### config.mk
export PLATFORM = sky130hd
export DESIGN_NAME = pws_queue
export DESIGN_NICKNAME = d
export VERILOG_FILES = /design/src/design/pws_pkg.sv /design/src/design/pws_queue.sv
export SDC_FILE = /design/constraint.sdc
export NUM_CORES = 1
export LEC_CHECK = 0
export BUFFER_PORTS_ARGS = -buffer_cell sky130_fd_sc_hd__buf_2
export CORE_MARGIN = 1
export CORE_UTILIZATION = 55
export CTS_CLUSTER_SIZE = 24
export DETAILED_ROUTE_END_ITERATION = 6
export PLACE_DENSITY = 0.93
export SLEW_MARGIN = 5
export SYNTH_ARGS = -nofsm -noshare
export SYNTH_HDL_FRONTEND = slang
export SYNTH_SLANG_ARGS = --single-unit
### constraint.sdc
create_clock -name clk -period 9.7 [get_ports clk]
set_clock_uncertainty 0.15 [all_clocks]
set_input_delay 0.97 -clock clk [delete_from_list [all_inputs] [get_ports clk]]
set_output_delay 0.97 -clock clk [all_outputs]
set_load 0.01 [all_outputs]
### src/design/pws_pkg.sv
// pws_pkg: constants, item types and helpers shared by the PWM waveform sequencer.
// No dependencies; compile first.
`default_nettype none

package pws_pkg;

    localparam int CHANNELS     = 4;
    localparam int SAMPLE_DEPTH = 64;
    localparam int OUT_LANES    = 4;

    localparam int FUNC_W  = 2;
    localparam int CH_W    = 2;
    localparam int DUTY_W  = 15;
    localparam int ADDR_W  = 6;
    localparam int LEN_W   = 7;
    localparam int COUNT_W = 16;
    localparam int MASK_W  = 4;

    localparam int IDX_W = $clog2(SAMPLE_DEPTH);
    localparam int CNT_W = (IDX_W + 1 > LEN_W) ? IDX_W + 1 : LEN_W;

    localparam int QDEPTH = 2;
    localparam int QPTR_W = 1;
    localparam int QCNT_W = 2;

    typedef enum logic [FUNC_W-1:0] {
        FUNC_TICK     = 2'd0,
        FUNC_SET_DUTY = 2'd1,
        FUNC_START    = 2'd2,
        FUNC_WRITE    = 2'd3
    } func_t;

    typedef enum logic [2:0] {
        OP_NOP,
        OP_TICK,
        OP_SET_DUTY,
        OP_START,
        OP_WRITE
    } op_t;

    typedef struct packed {
        op_t                op;
        logic [CH_W-1:0]    channel;
        logic [DUTY_W-1:0]  value;
        logic [IDX_W-1:0]   addr;
        logic [LEN_W-1:0]   length;
        logic [COUNT_W-1:0] loop_count;
    } item_t;

    typedef struct packed {
        logic  valid;
        item_t item;
    } q_head_t;

    // Zero length plays one sample; anything above the region size plays the region.
    function automatic logic [CNT_W-1:0] eff_len(input logic [LEN_W-1:0] len);
        logic [CNT_W-1:0] wide;
        wide = CNT_W'(len);
        if (len == '0)
        begin
            return CNT_W'(1);
        end
        else if (wide > CNT_W'(SAMPLE_DEPTH))
        begin
            return CNT_W'(SAMPLE_DEPTH);
        end
        return wide;
    endfunction

endpackage

`default_nettype wire

### src/design/pws_queue.sv
// pws_queue: short FIFO of classified items between front and back.
// Depends on pws_pkg.
`default_nettype none

module pws_queue import pws_pkg::*; (
    input  logic    clk,
    input  logic    rst_n,
    input  logic    push,
    input  item_t   push_item,
    output logic    full,
    output q_head_t head,
    input  logic    pop
);

    item_t             entry_reg [QDEPTH];
    logic [QPTR_W-1:0] wr_ptr_reg, wr_ptr_next;
    logic [QPTR_W-1:0] rd_ptr_reg, rd_ptr_next;
    logic [QCNT_W-1:0] count_reg, count_next;

    assign full       = count_reg == QCNT_W'(QDEPTH);
    assign head.valid = count_reg != '0;
    assign head.item  = entry_reg[rd_ptr_reg];

    always_comb
    begin
        wr_ptr_next = wr_ptr_reg;
        rd_ptr_next = rd_ptr_reg;
        count_next  = count_reg;
        if (push)
        begin
            wr_ptr_next = (wr_ptr_reg == QPTR_W'(QDEPTH - 1)) ? '0 : wr_ptr_reg + QPTR_W'(1);
        end
        if (pop)
        begin
            rd_ptr_next = (rd_ptr_reg == QPTR_W'(QDEPTH - 1)) ? '0 : rd_ptr_reg + QPTR_W'(1);
        end
        if (push && !pop)
        begin
            count_next = count_reg + QCNT_W'(1);
        end
        else if (pop && !push)
        begin
            count_next = count_reg - QCNT_W'(1);
        end
    end

    always_ff @(posedge clk or negedge rst_n)
    begin
        if (!rst_n)
        begin
            wr_ptr_reg <= '0;
            rd_ptr_reg <= '0;
            count_reg  <= '0;
        end
        else
        begin
            wr_ptr_reg <= wr_ptr_next;
            rd_ptr_reg <= rd_ptr_next;
            count_reg  <= count_next;
        end
    end

    always_ff @(posedge clk)
    begin
        if (push)
        begin
            entry_reg[wr_ptr_reg] <= push_item;
        end
    end

endmodule

`default_nettype wire

# After elaboration in Yosys (flattened, before gate mapping)
# Memory sizes are Yosys's and may differ from the RTL's.
# Cells that the tools add are included.
# Widths: inputs -> output; s select.
dict set report word_totals {
  reg_bits 4
  latch_bits 0
  mem_bits_rw 98
  mem_bits_ro 0
  inputBits 53
  output_inout_bits 51
  word_cells 21
  memories 1
}
dict set report classes {
  n_addsub 4
  multipliers 0
  n_div 0
  magnitude_cmp 0
  eq_ne 1
  n_shift 0
  n_mux 6
  bitwise 0
  reduce_logical 6
}
# memory depth word_bits read_ports rd_ports_with_merged_regs write_ports line
set mem_list {}
lappend mem_list {entry_reg 2 49 1 0 1 pws_queue.sv:15} ;# item_t entry_reg [QDEPTH];
# cell count
set ops {}
lappend ops {{$mux 1} 4}
lappend ops {{$mux 2} 2}
lappend ops {{$reduce_bool 2->1} 2}
lappend ops {{$add 1x1->1 const B} 2}
lappend ops {{$add 2x1->2 const B} 1}
lappend ops {{$eq 2x2->1 const B} 1}
lappend ops {{$logic_and 1x1->1} 2}
lappend ops {{$logic_not 1->1} 2}
lappend ops {{$sub 2x1->2 const B} 1}

# Longest topological paths before layout
# Gate-level depths: netlist of run 1.
dict set report depth {
  depth_word 4
  mapped_depth 5
  ltp_nobuf 5
}

# Worst setup path after synthesis of run 1
# No wires, ideal clock.
dict set report synth_timing {
  kind {input port to flip-flop}
  startpoint {input port push}
  endpoint {memory entry_reg[0][0] (netlist name), enable pin}
  setup_time_ns 0.462
  t_arrival_ns 3.144
  required_ns 9.088
  path_slack_ns 5.945
  stages 1
  path_buffers 0
  cell_sequence {nor2b_1}
}
dict set report synth_between {
  elab_chain_cells 2
}
# item line
set synth_rtl {}
lappend synth_rtl {{start, declared} pws_queue.sv:8} ;# input logic push,
lappend synth_rtl {{$mux 1} pws_queue.sv:65} ;# if (push)
lappend synth_rtl {{$mux 1 (not written as such)} pws_queue.sv:67} ;# entry_reg[wr_ptr_reg] <= push_item;
lappend synth_rtl {{end, declared} pws_queue.sv:15}
# Every way passes these cells.

==> flow_metrics.env, run 1 <==
export IMPL_outcome="finished, final reports clean"
export IMPL_fin_ws_ns=6.654
export IMPL_layout_min_cycle_time_ns=3.046
export IMPL_setup_viol=0
export IMPL_worst_slew_pin_slew_ns=1.178
export IMPL_first_pass_iters=4
export IMPL_wl_per_cell_microns=15.73
export IMPL_r2r_end="entry_reg[0][15]$_DFFE_PP_"
export IMPL_top_layer="met4"
export IMPL_crit_path_end_kind="output port"
export IMPL_place_area_sq_um=4523
export IMPL_seq_area_frac_synth_pct=76.48
export IMPL_powerDensity_nw_per_um2=272.9
export IMPL_utilization_pct=67.86
export IMPL_grt_antenna_before_repair=0
export IMPL_cp_startpoint="rd_ptr_reg$_DFFE_PN0P_"
export IMPL_seq_power_share_pct=52.3
export IMPL_dr_wl_met3_microns=319
export IMPL_syn_to_final_growth_pct=17.80
export IMPL_rows=30
export IMPL_drv_cap=0
export IMPL_syn_area_sq_um=3979
export IMPL_cts_root_buf="clkbuf_8"
export IMPL_period_share_pct=31.40
export IMPL_cts_setup_buffers=0
export IMPL_crit_end="head[23]"
export IMPL_tritoncts="done"
export IMPL_clockBufferDepth=2
export IMPL_die_h_microns=87.06
export IMPL_grtUsageTotal_pct=16.04
export IMPL_worstSkewPairLatency_ns=0.34
export IMPL_p_comb_share_pct=30.1
export IMPL_routed_wl_microns=5947
export IMPL_pre_cts_ws_ns=7.004
export IMPL_r2r_cells=2
export IMPL_cts_sinks=102
export IMPL_fin_cells=378
export IMPL_clock_fmax_ghz=0.3283
export IMPL_hp_class="input port to asynchronous set/reset pin"
export IMPL_hold_slack_ns=0.2597
export IMPL_htreeDepth=3
export IMPL_place_hpwl_microns=3911
export IMPL_die_w_microns=87.06
export IMPL_io_pins=104
export IMPL_r2r_start="wr_ptr_reg$_DFFE_PN0P_"
export IMPL_post_route_drc_count=0
export IMPL_cts_hold_buffers=0
export IMPL_coreArea_sq_um=6907
export IMPL_irDropWorstVdd_mv=0.2560
export IMPL_hold_violations=0
export IMPL_ys_seq_elements=102
export IMPL_viasPerCell=4.989
export IMPL_cp_max_fo=50
export IMPL_arrival_ns=1.93
export IMPL_reg2reg_slack_ns=7.74
export IMPL_synth_yosys_warnings=0
export IMPL_die_area_sq_um=7579
export IMPL_crit_type="register to output port"
export IMPL_leakagePower_nw=1.905
export IMPL_fin_area_sq_um=4687
export IMPL_start_kind="register"
export IMPL_place_congestion=0.6797
export IMPL_clkTransAtPathRegs_ns=0.09
export IMPL_vias=1886
export IMPL_fin_nets=332
export IMPL_power_mw=1.279
export IMPL_power_switching_mw=0.3722
export IMPL_critical_path_required_ns=8.58
export IMPL_yosysUniqueCellTypes=13
export IMPL_met1_length_microns=2403
export IMPL_switching_share_pct=29.09
export IMPL_numCtsBuffers=9
export IMPL_finalSetupTns_ns=0
export IMPL_synth_nets=223
export IMPL_grt_pass1_wl_microns=8769
export IMPL_p_int_mw=0.9071
export IMPL_grt_pass1_vias=1921
export IMPL_grt_overflow=0
export IMPL_start_util_pct=57.61
export IMPL_drive_gt1_share_pct=60.28
export IMPL_maxSlewHeadroom_pct=21.48
export IMPL_largest_reg_flops=98
export IMPL_dp_cells=363
export IMPL_syn_inst=169
export IMPL_drtIter0Drc=114
export IMPL_grt_max_degree=51
export IMPL_portBuffers=103
export IMPL_antenna_cells=0
export IMPL_route_met2_wl_microns=3094
export IMPL_clockPowerShare_pct=17.6
export IMPL_ant_nets=0
export IMPL_rsz0062_at_grt="no"
export IMPL_cts_resized=0
export IMPL_avgSynthCellArea_sq_um=23.54
export IMPL_slew_violations=0
## cells in the final DEF (no fill, tap or decap), types with 2 or more instances in the layout
cell / n
buf_2: 103
clkbuf_8: 9
clkinvlp_4: 2
dfrtp_1: 3
edfxtp_1: 98
mux2_4: 49
xor2_1: 4
## critical path, cell delays in order (launching register included)
cell and delay (ns):
dfrtp_4 1.05, mux2_4 0.36, buf_2 0.15
## per-layer routing
| layer | up-vias | global-route usage [%] |
|---|---|---|
| met3 | 13 | 3.886 |
| met1 | 925 | 17.71 |
| met4 | 0 | 8.636 |
| li1 | 876 | - |
| met5 | - | 0 |
| met2 | 72 | 28.56 |
## cell type report
cell class / instances / area (sq um)
fill: 489 / 2220
clock buffer: 10 / 127.6
inverter: 1 / 3.754
clock inverter: 5 / 36.28
timing repair buffer: 104 / 523.0
multi-input combinational: 60 / 829.5
sequential: 102 / 3047
tap: 96 / 120.1
## power by group through the flow
stage	Sequential [mW]	Combinational, mW	Clock (mW)
final	0.669	0.385	0.226
after global routing	0.679	0.412	0.247
after CTS	0.672	0.390	0.232
after detailed placement	0.681	0.388	0
after global placement	0.675	0.382	0
after floorplan	0.618	0.356	0
## Yosys cell counts, drive strengths merged
| library cell | instances | area [sq um] |
|---|---|---|
| and2 | 1 | 6.260 |
| buf | 6 | 111.4 |
| dfrtp | 4 | 100.1 |
| edfxtp | 98 | 2943 |
| ha | 1 | 12.51 |
| inv | 1 | 3.750 |
| mux2 | 49 | 735.7 |
| nor2 | 1 | 3.750 |
| nor2b | 2 | 12.51 |
| or2 | 1 | 6.260 |
| xnor2 | 1 | 8.760 |
| xor2 | 4 | 35.03 |
## kinds of logic after synthesis
kind of cell	synth area share (%)
mux	18.49
fa+ha+maj	0.3144
xor+xnor	1.101
flops	76.48
buf+inv	2.893
simple gates	0.7233
## worst min-delay path by stage
stage,depth (start not counted),to,slack (ns)
finish,1,rd_ptr_reg$_DFFE_PN0P_,0.26
global route,1,rd_ptr_reg$_DFFE_PN0P_,0.24
CTS,1,rd_ptr_reg$_DFFE_PN0P_,0.24
detailed placement,1,count_reg[1]$_DFFE_PN0P_,0.33
global placement,1,count_reg[1]$_DFFE_PN0P_,0.31
floorplan,1,count_reg[1]$_DFFE_PN0P_,0.30
No activity file was read; power rests on OpenSTA's default activity.
==> inputs of run 2 (changes only) <==
--- a/config.mk
+++ b/config.mk
@@ -5,12 +5,13 @@
 export SDC_FILE = /design/constraint.sdc
 export NUM_CORES = 1
 export LEC_CHECK = 0
+export ABC_AREA = 1
 export BUFFER_PORTS_ARGS = -buffer_cell sky130_fd_sc_hd__buf_2
 export CORE_MARGIN = 1
-export CORE_UTILIZATION = 55
+export CORE_UTILIZATION = 52
 export CTS_CLUSTER_SIZE = 24
 export DETAILED_ROUTE_END_ITERATION = 6
-export PLACE_DENSITY = 0.93
+export PLACE_DENSITY = 0.89
 export SLEW_MARGIN = 5
 export SYNTH_ARGS = -nofsm -noshare
 export SYNTH_HDL_FRONTEND = slang
==> constraint.sdc (replaced) <==
create_clock -name clk -period 3.1 [get_ports clk]
set_clock_uncertainty 0.15 [all_clocks]
set_input_delay 0.31 -clock clk [delete_from_list [all_inputs] [get_ports clk]]
set_output_delay 0.31 -clock clk [all_outputs]
set_load 0.01 [all_outputs]
==> flow_metrics.env, run 2 <==
export IMPL_rsz0062_at_grt="no"
export IMPL_place_hpwl_microns=4020
export IMPL_tritoncts="done"
export IMPL_worstSkewPairLatency_ns=0.35
export IMPL_mostFrequentLayoutCell="buf_2"
export IMPL_clock_fmax_ghz=0.4137
export IMPL_yosysUniqueCellTypes=13
export IMPL_dp_cells=377
export IMPL_fillers=468
export IMPL_cts_root_buf="clkbuf_8"
export IMPL_arrival_ns=1.96
export IMPL_drive_gt1_share_pct=50.73
export IMPL_cp_num_buf_inv=1
export IMPL_synth_yosys_warnings=0
export IMPL_hold_path_depth=1
export IMPL_pre_cts_ws_ns=1.063
export IMPL_die_area_sq_um=8040
export IMPL_drv_cap=0
export IMPL_syn_to_final_growth_pct=31.75
export IMPL_clockPowerShare_pct=19.6
export IMPL_layout_common_cells="buf_2, edfxtp_1, mux2_4, dlygate4sd3_1, clkbuf_8"
export IMPL_synth_area_top_cells="edfxtp_1, mux2_4, buf_12"
export IMPL_fin_ws_ns=0.6828
export IMPL_powerDensity_nw_per_um2=798.1
export IMPL_first_pass_iters=4
export IMPL_r2r_cells=3
export IMPL_rows=31
export IMPL_cp_max_fo=50
export IMPL_vias=2111
export IMPL_r2r_end="entry_reg[1][29]$_DFFE_PP_"
export IMPL_seq_area_frac_synth_pct=76.14
export IMPL_p_comb_share_pct=30.7
export IMPL_synth_nets=232
export IMPL_routed_wl_microns=6637
export IMPL_post_route_drc_count=0
export IMPL_irDropWorstVdd_mv=0.5012
export IMPL_reg2reg_slack_ns=1.20
export IMPL_synthTopCellsByCount="edfxtp_1, mux2_4, inv_1"
export IMPL_numCtsBuffers=9
export IMPL_hp_class="input port to register"
export IMPL_fin_cells=442
export IMPL_htreeDepth=3
export IMPL_period_share_pct=77.97
export IMPL_maxSlewHeadroom_pct=36.98
export IMPL_outcome="finished, final reports clean"
export IMPL_r2r_start="wr_ptr_reg$_DFFE_PN0P_"
export IMPL_layout_min_cycle_time_ns=2.417
export IMPL_crit_type="register to output port"
export IMPL_grt_pass1_vias=2131
export IMPL_portBuffers=103
export IMPL_syn_area_sq_um=3996
export IMPL_crit_path_end_kind="output port"
export IMPL_hold_violations=0
export IMPL_crit_path_top_delay_cell="dfrtp_4"
export IMPL_cpPeakStageDelay_ns=1.02
export IMPL_antenna_cells=0
export IMPL_path_cells="mux2_4 -> buf_2"
export IMPL_critical_path_required_ns=2.64
export IMPL_grt_max_degree=51
export IMPL_grtUsageTotal_pct=16.90
export IMPL_leakagePower_nw=2.177
export IMPL_slew_violations=0
export IMPL_whs_endpoint="entry_reg[0][30]$_DFFE_PP_"
export IMPL_avgSynthCellArea_sq_um=22.45
export IMPL_worst_slew_pin_slew_ns=0.9453
export IMPL_syn_inst=178
export IMPL_setup_viol=0
export IMPL_min_from="push_item[30]"
export IMPL_die_h_microns=89.67
export IMPL_start_util_pct=54.51
export IMPL_power_mw=4.202
export IMPL_synth_top_cell_area_share_pct=73.64
export IMPL_wl_per_cell_microns=15.02
export IMPL_ant_nets=0
export IMPL_switching_share_pct=28.98
export IMPL_p_int_mw=2.984
export IMPL_grt_overflow=0
export IMPL_clockBufferDepth=2
export IMPL_grt_pass1_wl_microns=9653
export IMPL_largest_reg_flops=98
export IMPL_coreArea_sq_um=7331
export IMPL_power_switching_mw=1.218
export IMPL_start_kind="register"
export IMPL_grt_antenna_before_repair=0
export IMPL_seq_power_share_pct=49.6
export IMPL_async_reset_ff_share_pct=3.922
export IMPL_die_w_microns=89.67
export IMPL_drtIter0Drc=69
export IMPL_synth_ff_type="edfxtp_1"
export IMPL_ys_seq_elements=102
export IMPL_cts_setup_buffers=0
export IMPL_crit_family="flip-flops"
export IMPL_io_pins=104
export IMPL_fin_nets=392
export IMPL_synth_most_common_cell="edfxtp_1"
export IMPL_synth_top_area_cell="edfxtp_1"
export IMPL_finalSetupTns_ns=0
export IMPL_synth_edf_count=98
export IMPL_clkTransAtPathRegs_ns=0.09
export IMPL_viasPerCell=4.776
export IMPL_cts_sinks=102
export IMPL_place_congestion=0.6235
## run 2: changes by cell type after synthesis, sizes merged
cell and change:
nor2 +1, xor2 -2, nand3 +1, inv +6, nand2 +6, or2 -1, nor2b -2, nand4 +1
and2 -1
## run 2: what timing repair did
| item | CTS | global route |
|---|---|---|
| gates resized for setup | 0 | 0 |
| hold buffers | 49 | 0 |
| hold endpoints to repair | 96 | 0 |
## run 2: power groups by stage
stage	Sequential, mW	Clock, mW	Combinational (mW)
final	2.08	0.826	1.29
after global routing	2.12	0.900	1.39
after CTS	2.09	0.853	1.30
after detailed placement	2.13	0	1.25
after global placement	2.10	0	1.23
after floorplan	1.93	0	1.12
## run 2: final cells by class
type / count / area (sq um) / share of cell area [%]
tap: 99 / 123.9 / 2.353
inverter: 7 / 26.28 / 0.4990
sequential: 102 / 3047 / 57.87
clock buffer: 9 / 123.9 / 2.353
clock inverter: 7 / 80.08 / 1.521
multi-input combinational: 63 / 823.3 / 15.64
timing repair buffer: 155 / 1041 / 19.77
## run 2: cell families (layout without fill, tap and decap cells)
family | after synthesis | count (layout) | synth area share [%]
buf+inv | 13 | 178 | 3.444
simple gates | 10 | 10 | 1.033
xor+xnor | 3 | 3 | 0.6576
flops | 102 | 102 | 76.14
mux | 49 | 49 | 18.41
fa+ha+maj | 1 | 1 | 0.3130
## run 2: how the worst max path moves through the flow
stage / from / endpoint / slack [ns] / depth (start not counted)
after floorplan: wr_ptr_reg$_DFFE_PN0P_ / entry_reg[0][0]$_DFFE_PP_ / 0.03 / 1
after global placement: rd_ptr_reg$_DFFE_PN0P_ / head[12] / 1.08 / 2
after detailed placement: rd_ptr_reg$_DFFE_PN0P_ / head[11] / 1.06 / 2
after CTS: rd_ptr_reg$_DFFE_PN0P_ / head[11] / 0.66 / 2
after global routing: rd_ptr_reg$_DFFE_PN0P_ / head[11] / 0.60 / 2
final: rd_ptr_reg$_DFFE_PN0P_ / head[43] / 0.68 / 2
## run 2: through the flow
step	cell area (sq um)	utilization [%]	hold slack, ns
finish	5265	71.82	0.02123
global route	5265	71.82	0.001950
CTS	5265	71.82	0.005180
detailed placement	4571	62.35	-0.03017
global placement	4571	62.35	-0.03249
floorplan	3996	-	-0.1356
## run 2: worst reg2reg max path: cells and delay by family (launching register included)
family / cells / cell delay [ns]
buf+inv: 2 / 0.94
simple gates: 1 / 0.09
flops: 1 / 0.43
## run 2: routing by layer
metal,wire (microns),part of all wire (%),vias to the layer above,track usage (%)
met2,3651,55,73,31.75
met5,0,0,-,0
met4,80,1.2,0,6.782
met3,345,5.2,8,4.205
li1,-,-,1001,-
met1,2558,39,1029,18.14
==> inputs of run 3 (changes only) <==
--- a/config.mk
+++ b/config.mk
@@ -5,13 +5,13 @@
 export SDC_FILE = /design/constraint.sdc
 export NUM_CORES = 1
 export LEC_CHECK = 0
-export ABC_AREA = 1
+export ABC_AREA = 0
 export BUFFER_PORTS_ARGS = -buffer_cell sky130_fd_sc_hd__buf_2
 export CORE_MARGIN = 1
-export CORE_UTILIZATION = 52
+export CORE_UTILIZATION = 47
 export CTS_CLUSTER_SIZE = 24
 export DETAILED_ROUTE_END_ITERATION = 6
-export PLACE_DENSITY = 0.89
+export PLACE_DENSITY = 0.85
 export SLEW_MARGIN = 5
 export SYNTH_ARGS = -nofsm -noshare
 export SYNTH_HDL_FRONTEND = slang
==> constraint.sdc (replaced) <==
create_clock -name clk -period 2 [get_ports clk]
set_clock_uncertainty 0.15 [all_clocks]
set_input_delay 0.2 -clock clk [delete_from_list [all_inputs] [get_ports clk]]
set_output_delay 0.2 -clock clk [all_outputs]
set_load 0.01 [all_outputs]
==> flow_metrics.env, run 3 (synthesized netlist as in run 1, its figures left out) <==
export IMPL_outcome="finished, final reports clean"
export IMPL_grt_pass1_wl_microns=10120
export IMPL_drtIter0Drc=64
export IMPL_r2r_start="wr_ptr_reg$_DFFE_PN0P_"
export IMPL_cp_max_fo=22
export IMPL_cts_root_buf="clkbuf_8"
export IMPL_die_h_microns=94.01
export IMPL_drive_gt1_share_pct=52.19
export IMPL_irDropWorstVdd_mv=0.7215
export IMPL_layout_min_cycle_time_ns=1.924
export IMPL_htreeDepth=3
export IMPL_finalSetupTns_ns=0
export IMPL_worst_slew_pin_slew_ns=0.3437
export IMPL_io_pins=104
export IMPL_coreArea_sq_um=8217
export IMPL_die_w_microns=94.01
export IMPL_period_share_pct=96.19
export IMPL_syn_to_final_growth_pct=34.15
export IMPL_grt_antenna_before_repair=0
export IMPL_viasPerCell=4.732
export IMPL_place_hpwl_microns=4006
export IMPL_antenna_cells=0
export IMPL_crit_family="flip-flops"
export IMPL_r2r_cells=2
export IMPL_cpPeakStageDelay_ns=0.56
export IMPL_grtUsageTotal_pct=15.76
export IMPL_fin_nets=392
export IMPL_vias=2120
export IMPL_numCtsBuffers=9
export IMPL_place_congestion=0.6351
export IMPL_reg2reg_slack_ns=0.58
export IMPL_portBuffers=103
export IMPL_leakagePower_nw=2.191
export IMPL_tritoncts="done"
export IMPL_start_kind="register"
export IMPL_slew_violations=0
export IMPL_crit_path_end_kind="output port"
export IMPL_drv_cap=0
export IMPL_critical_path_required_ns=1.65
export IMPL_crit_path_top_delay_cell="dfrtp_4"
export IMPL_hold_violations=0
export IMPL_grt_max_degree=27
export IMPL_hp_class="input port to asynchronous set/reset pin"
export IMPL_first_pass_iters=4
export IMPL_largest_reg_flops=98
export IMPL_cp_num_buf_inv=2
export IMPL_grt_pass1_vias=2172
export IMPL_powerDensity_nw_per_um2=1235
export IMPL_post_route_drc_count=0
export IMPL_arrival_ns=1.57
export IMPL_wl_per_cell_microns=14.90
export IMPL_setup_viol=0
export IMPL_fillers=600
export IMPL_mostFrequentLayoutCell="buf_2"
export IMPL_worstSkewPairLatency_ns=0.34
export IMPL_start_util_pct=48.42
export IMPL_layout_common_cells="buf_2, edfxtp_1, dlygate4sd3_1"
export IMPL_clock_fmax_ghz=0.5198
export IMPL_r2r_end="entry_reg[1][30]$_DFFE_PP_"
export IMPL_rows=33
export IMPL_rsz0062_at_grt="no"
export IMPL_cp_startpoint="rd_ptr_reg$_DFFE_PN0P_"
export IMPL_routed_wl_microns=6676
export IMPL_clkTransAtPathRegs_ns=0.09
export IMPL_clockBufferDepth=2
export IMPL_grt_overflow=0
export IMPL_path_cells="buf_12 -> mux2_4 -> buf_2"
export IMPL_crit_type="register to output port"
export IMPL_maxSlewHeadroom_pct=77.09
export IMPL_power_mw=6.592
export IMPL_die_area_sq_um=8838
export IMPL_cts_sinks=102
export IMPL_ant_nets=0
## run 3: changes by cell type in the layout (fill, tap and decap cells not counted), moves of 2 or more
cell	change
dlygate4sd3_1	+3
buf_4	+5
inv_1	-5
xor2_1	+2
nand2_1	-6
## run 3: how the worst max path moves through the flow
stage / endpoint / slack, ns / cells after the start
after global placement: head[36] / 0.42 / 3
after detailed placement: head[34] / 0.41 / 3
after global routing: head[40] / 0.03 / 3
after floorplan: entry_reg[0][0]$_DFFE_PP_ / 0.28 / 1
after CTS: head[34] / 0.009 / 3
final: head[34] / 0.08 / 3
## run 3: timing repair
action	in CTS	in global routing
gates resized for setup	0	0
setup endpoints to repair	0	24
hold buffers	52	0
endpoints found under the hold margin	104	0
setup buffers	0	3
## run 3: area by class of cell
| class | count | area [sq um] | area share (%) |
|---|---|---|---|
| Sequential cell | 102 | 3047 | 57.08 |
| Tap cell | 105 | 131.4 | 2.461 |
| Timing Repair Buffer | 164 | 1129 | 21.14 |
| Clock buffer | 10 | 127.6 | 2.391 |
| Multi-Input combinational cell | 60 | 829.5 | 15.54 |
| Clock inverter | 6 | 70.07 | 1.313 |
| Inverter | 1 | 3.754 | 0.07032 |
## run 3: through the flow
step	setup slack, ns	instances	instance area [sq um]	util [%]	hold WS, ns
4_1_cts	0.009474	445	5315	64.69	0.0004774
2_1_floorplan	0.2761	169	3988	-	-0.2456
5_1_grt	0.03121	448	5338	64.96	0.02988
3_5_place_dp	0.4097	377	4597	55.95	-0.1389
3_3_place_gp	0.4172	377	4597	55.95	-0.1387
6_report	0.07627	448	5338	64.96	0.03652
## run 3: report_power, final
part	switching [mW]	internal (mW)
registers	0.166	2.84
clock network	0.678	0.591
logic	1.04	1.28
## run 3: routing by layer
metal  vias to the layer above  GRT usage, %  part of all wire, %
met5                         -             0                    0
met4                         0         6.538                  1.1
met3                         9         3.074                  4.2
met2                        71         29.50                   55
met1                      1047         17.25                   40
li1                        993             -                    -
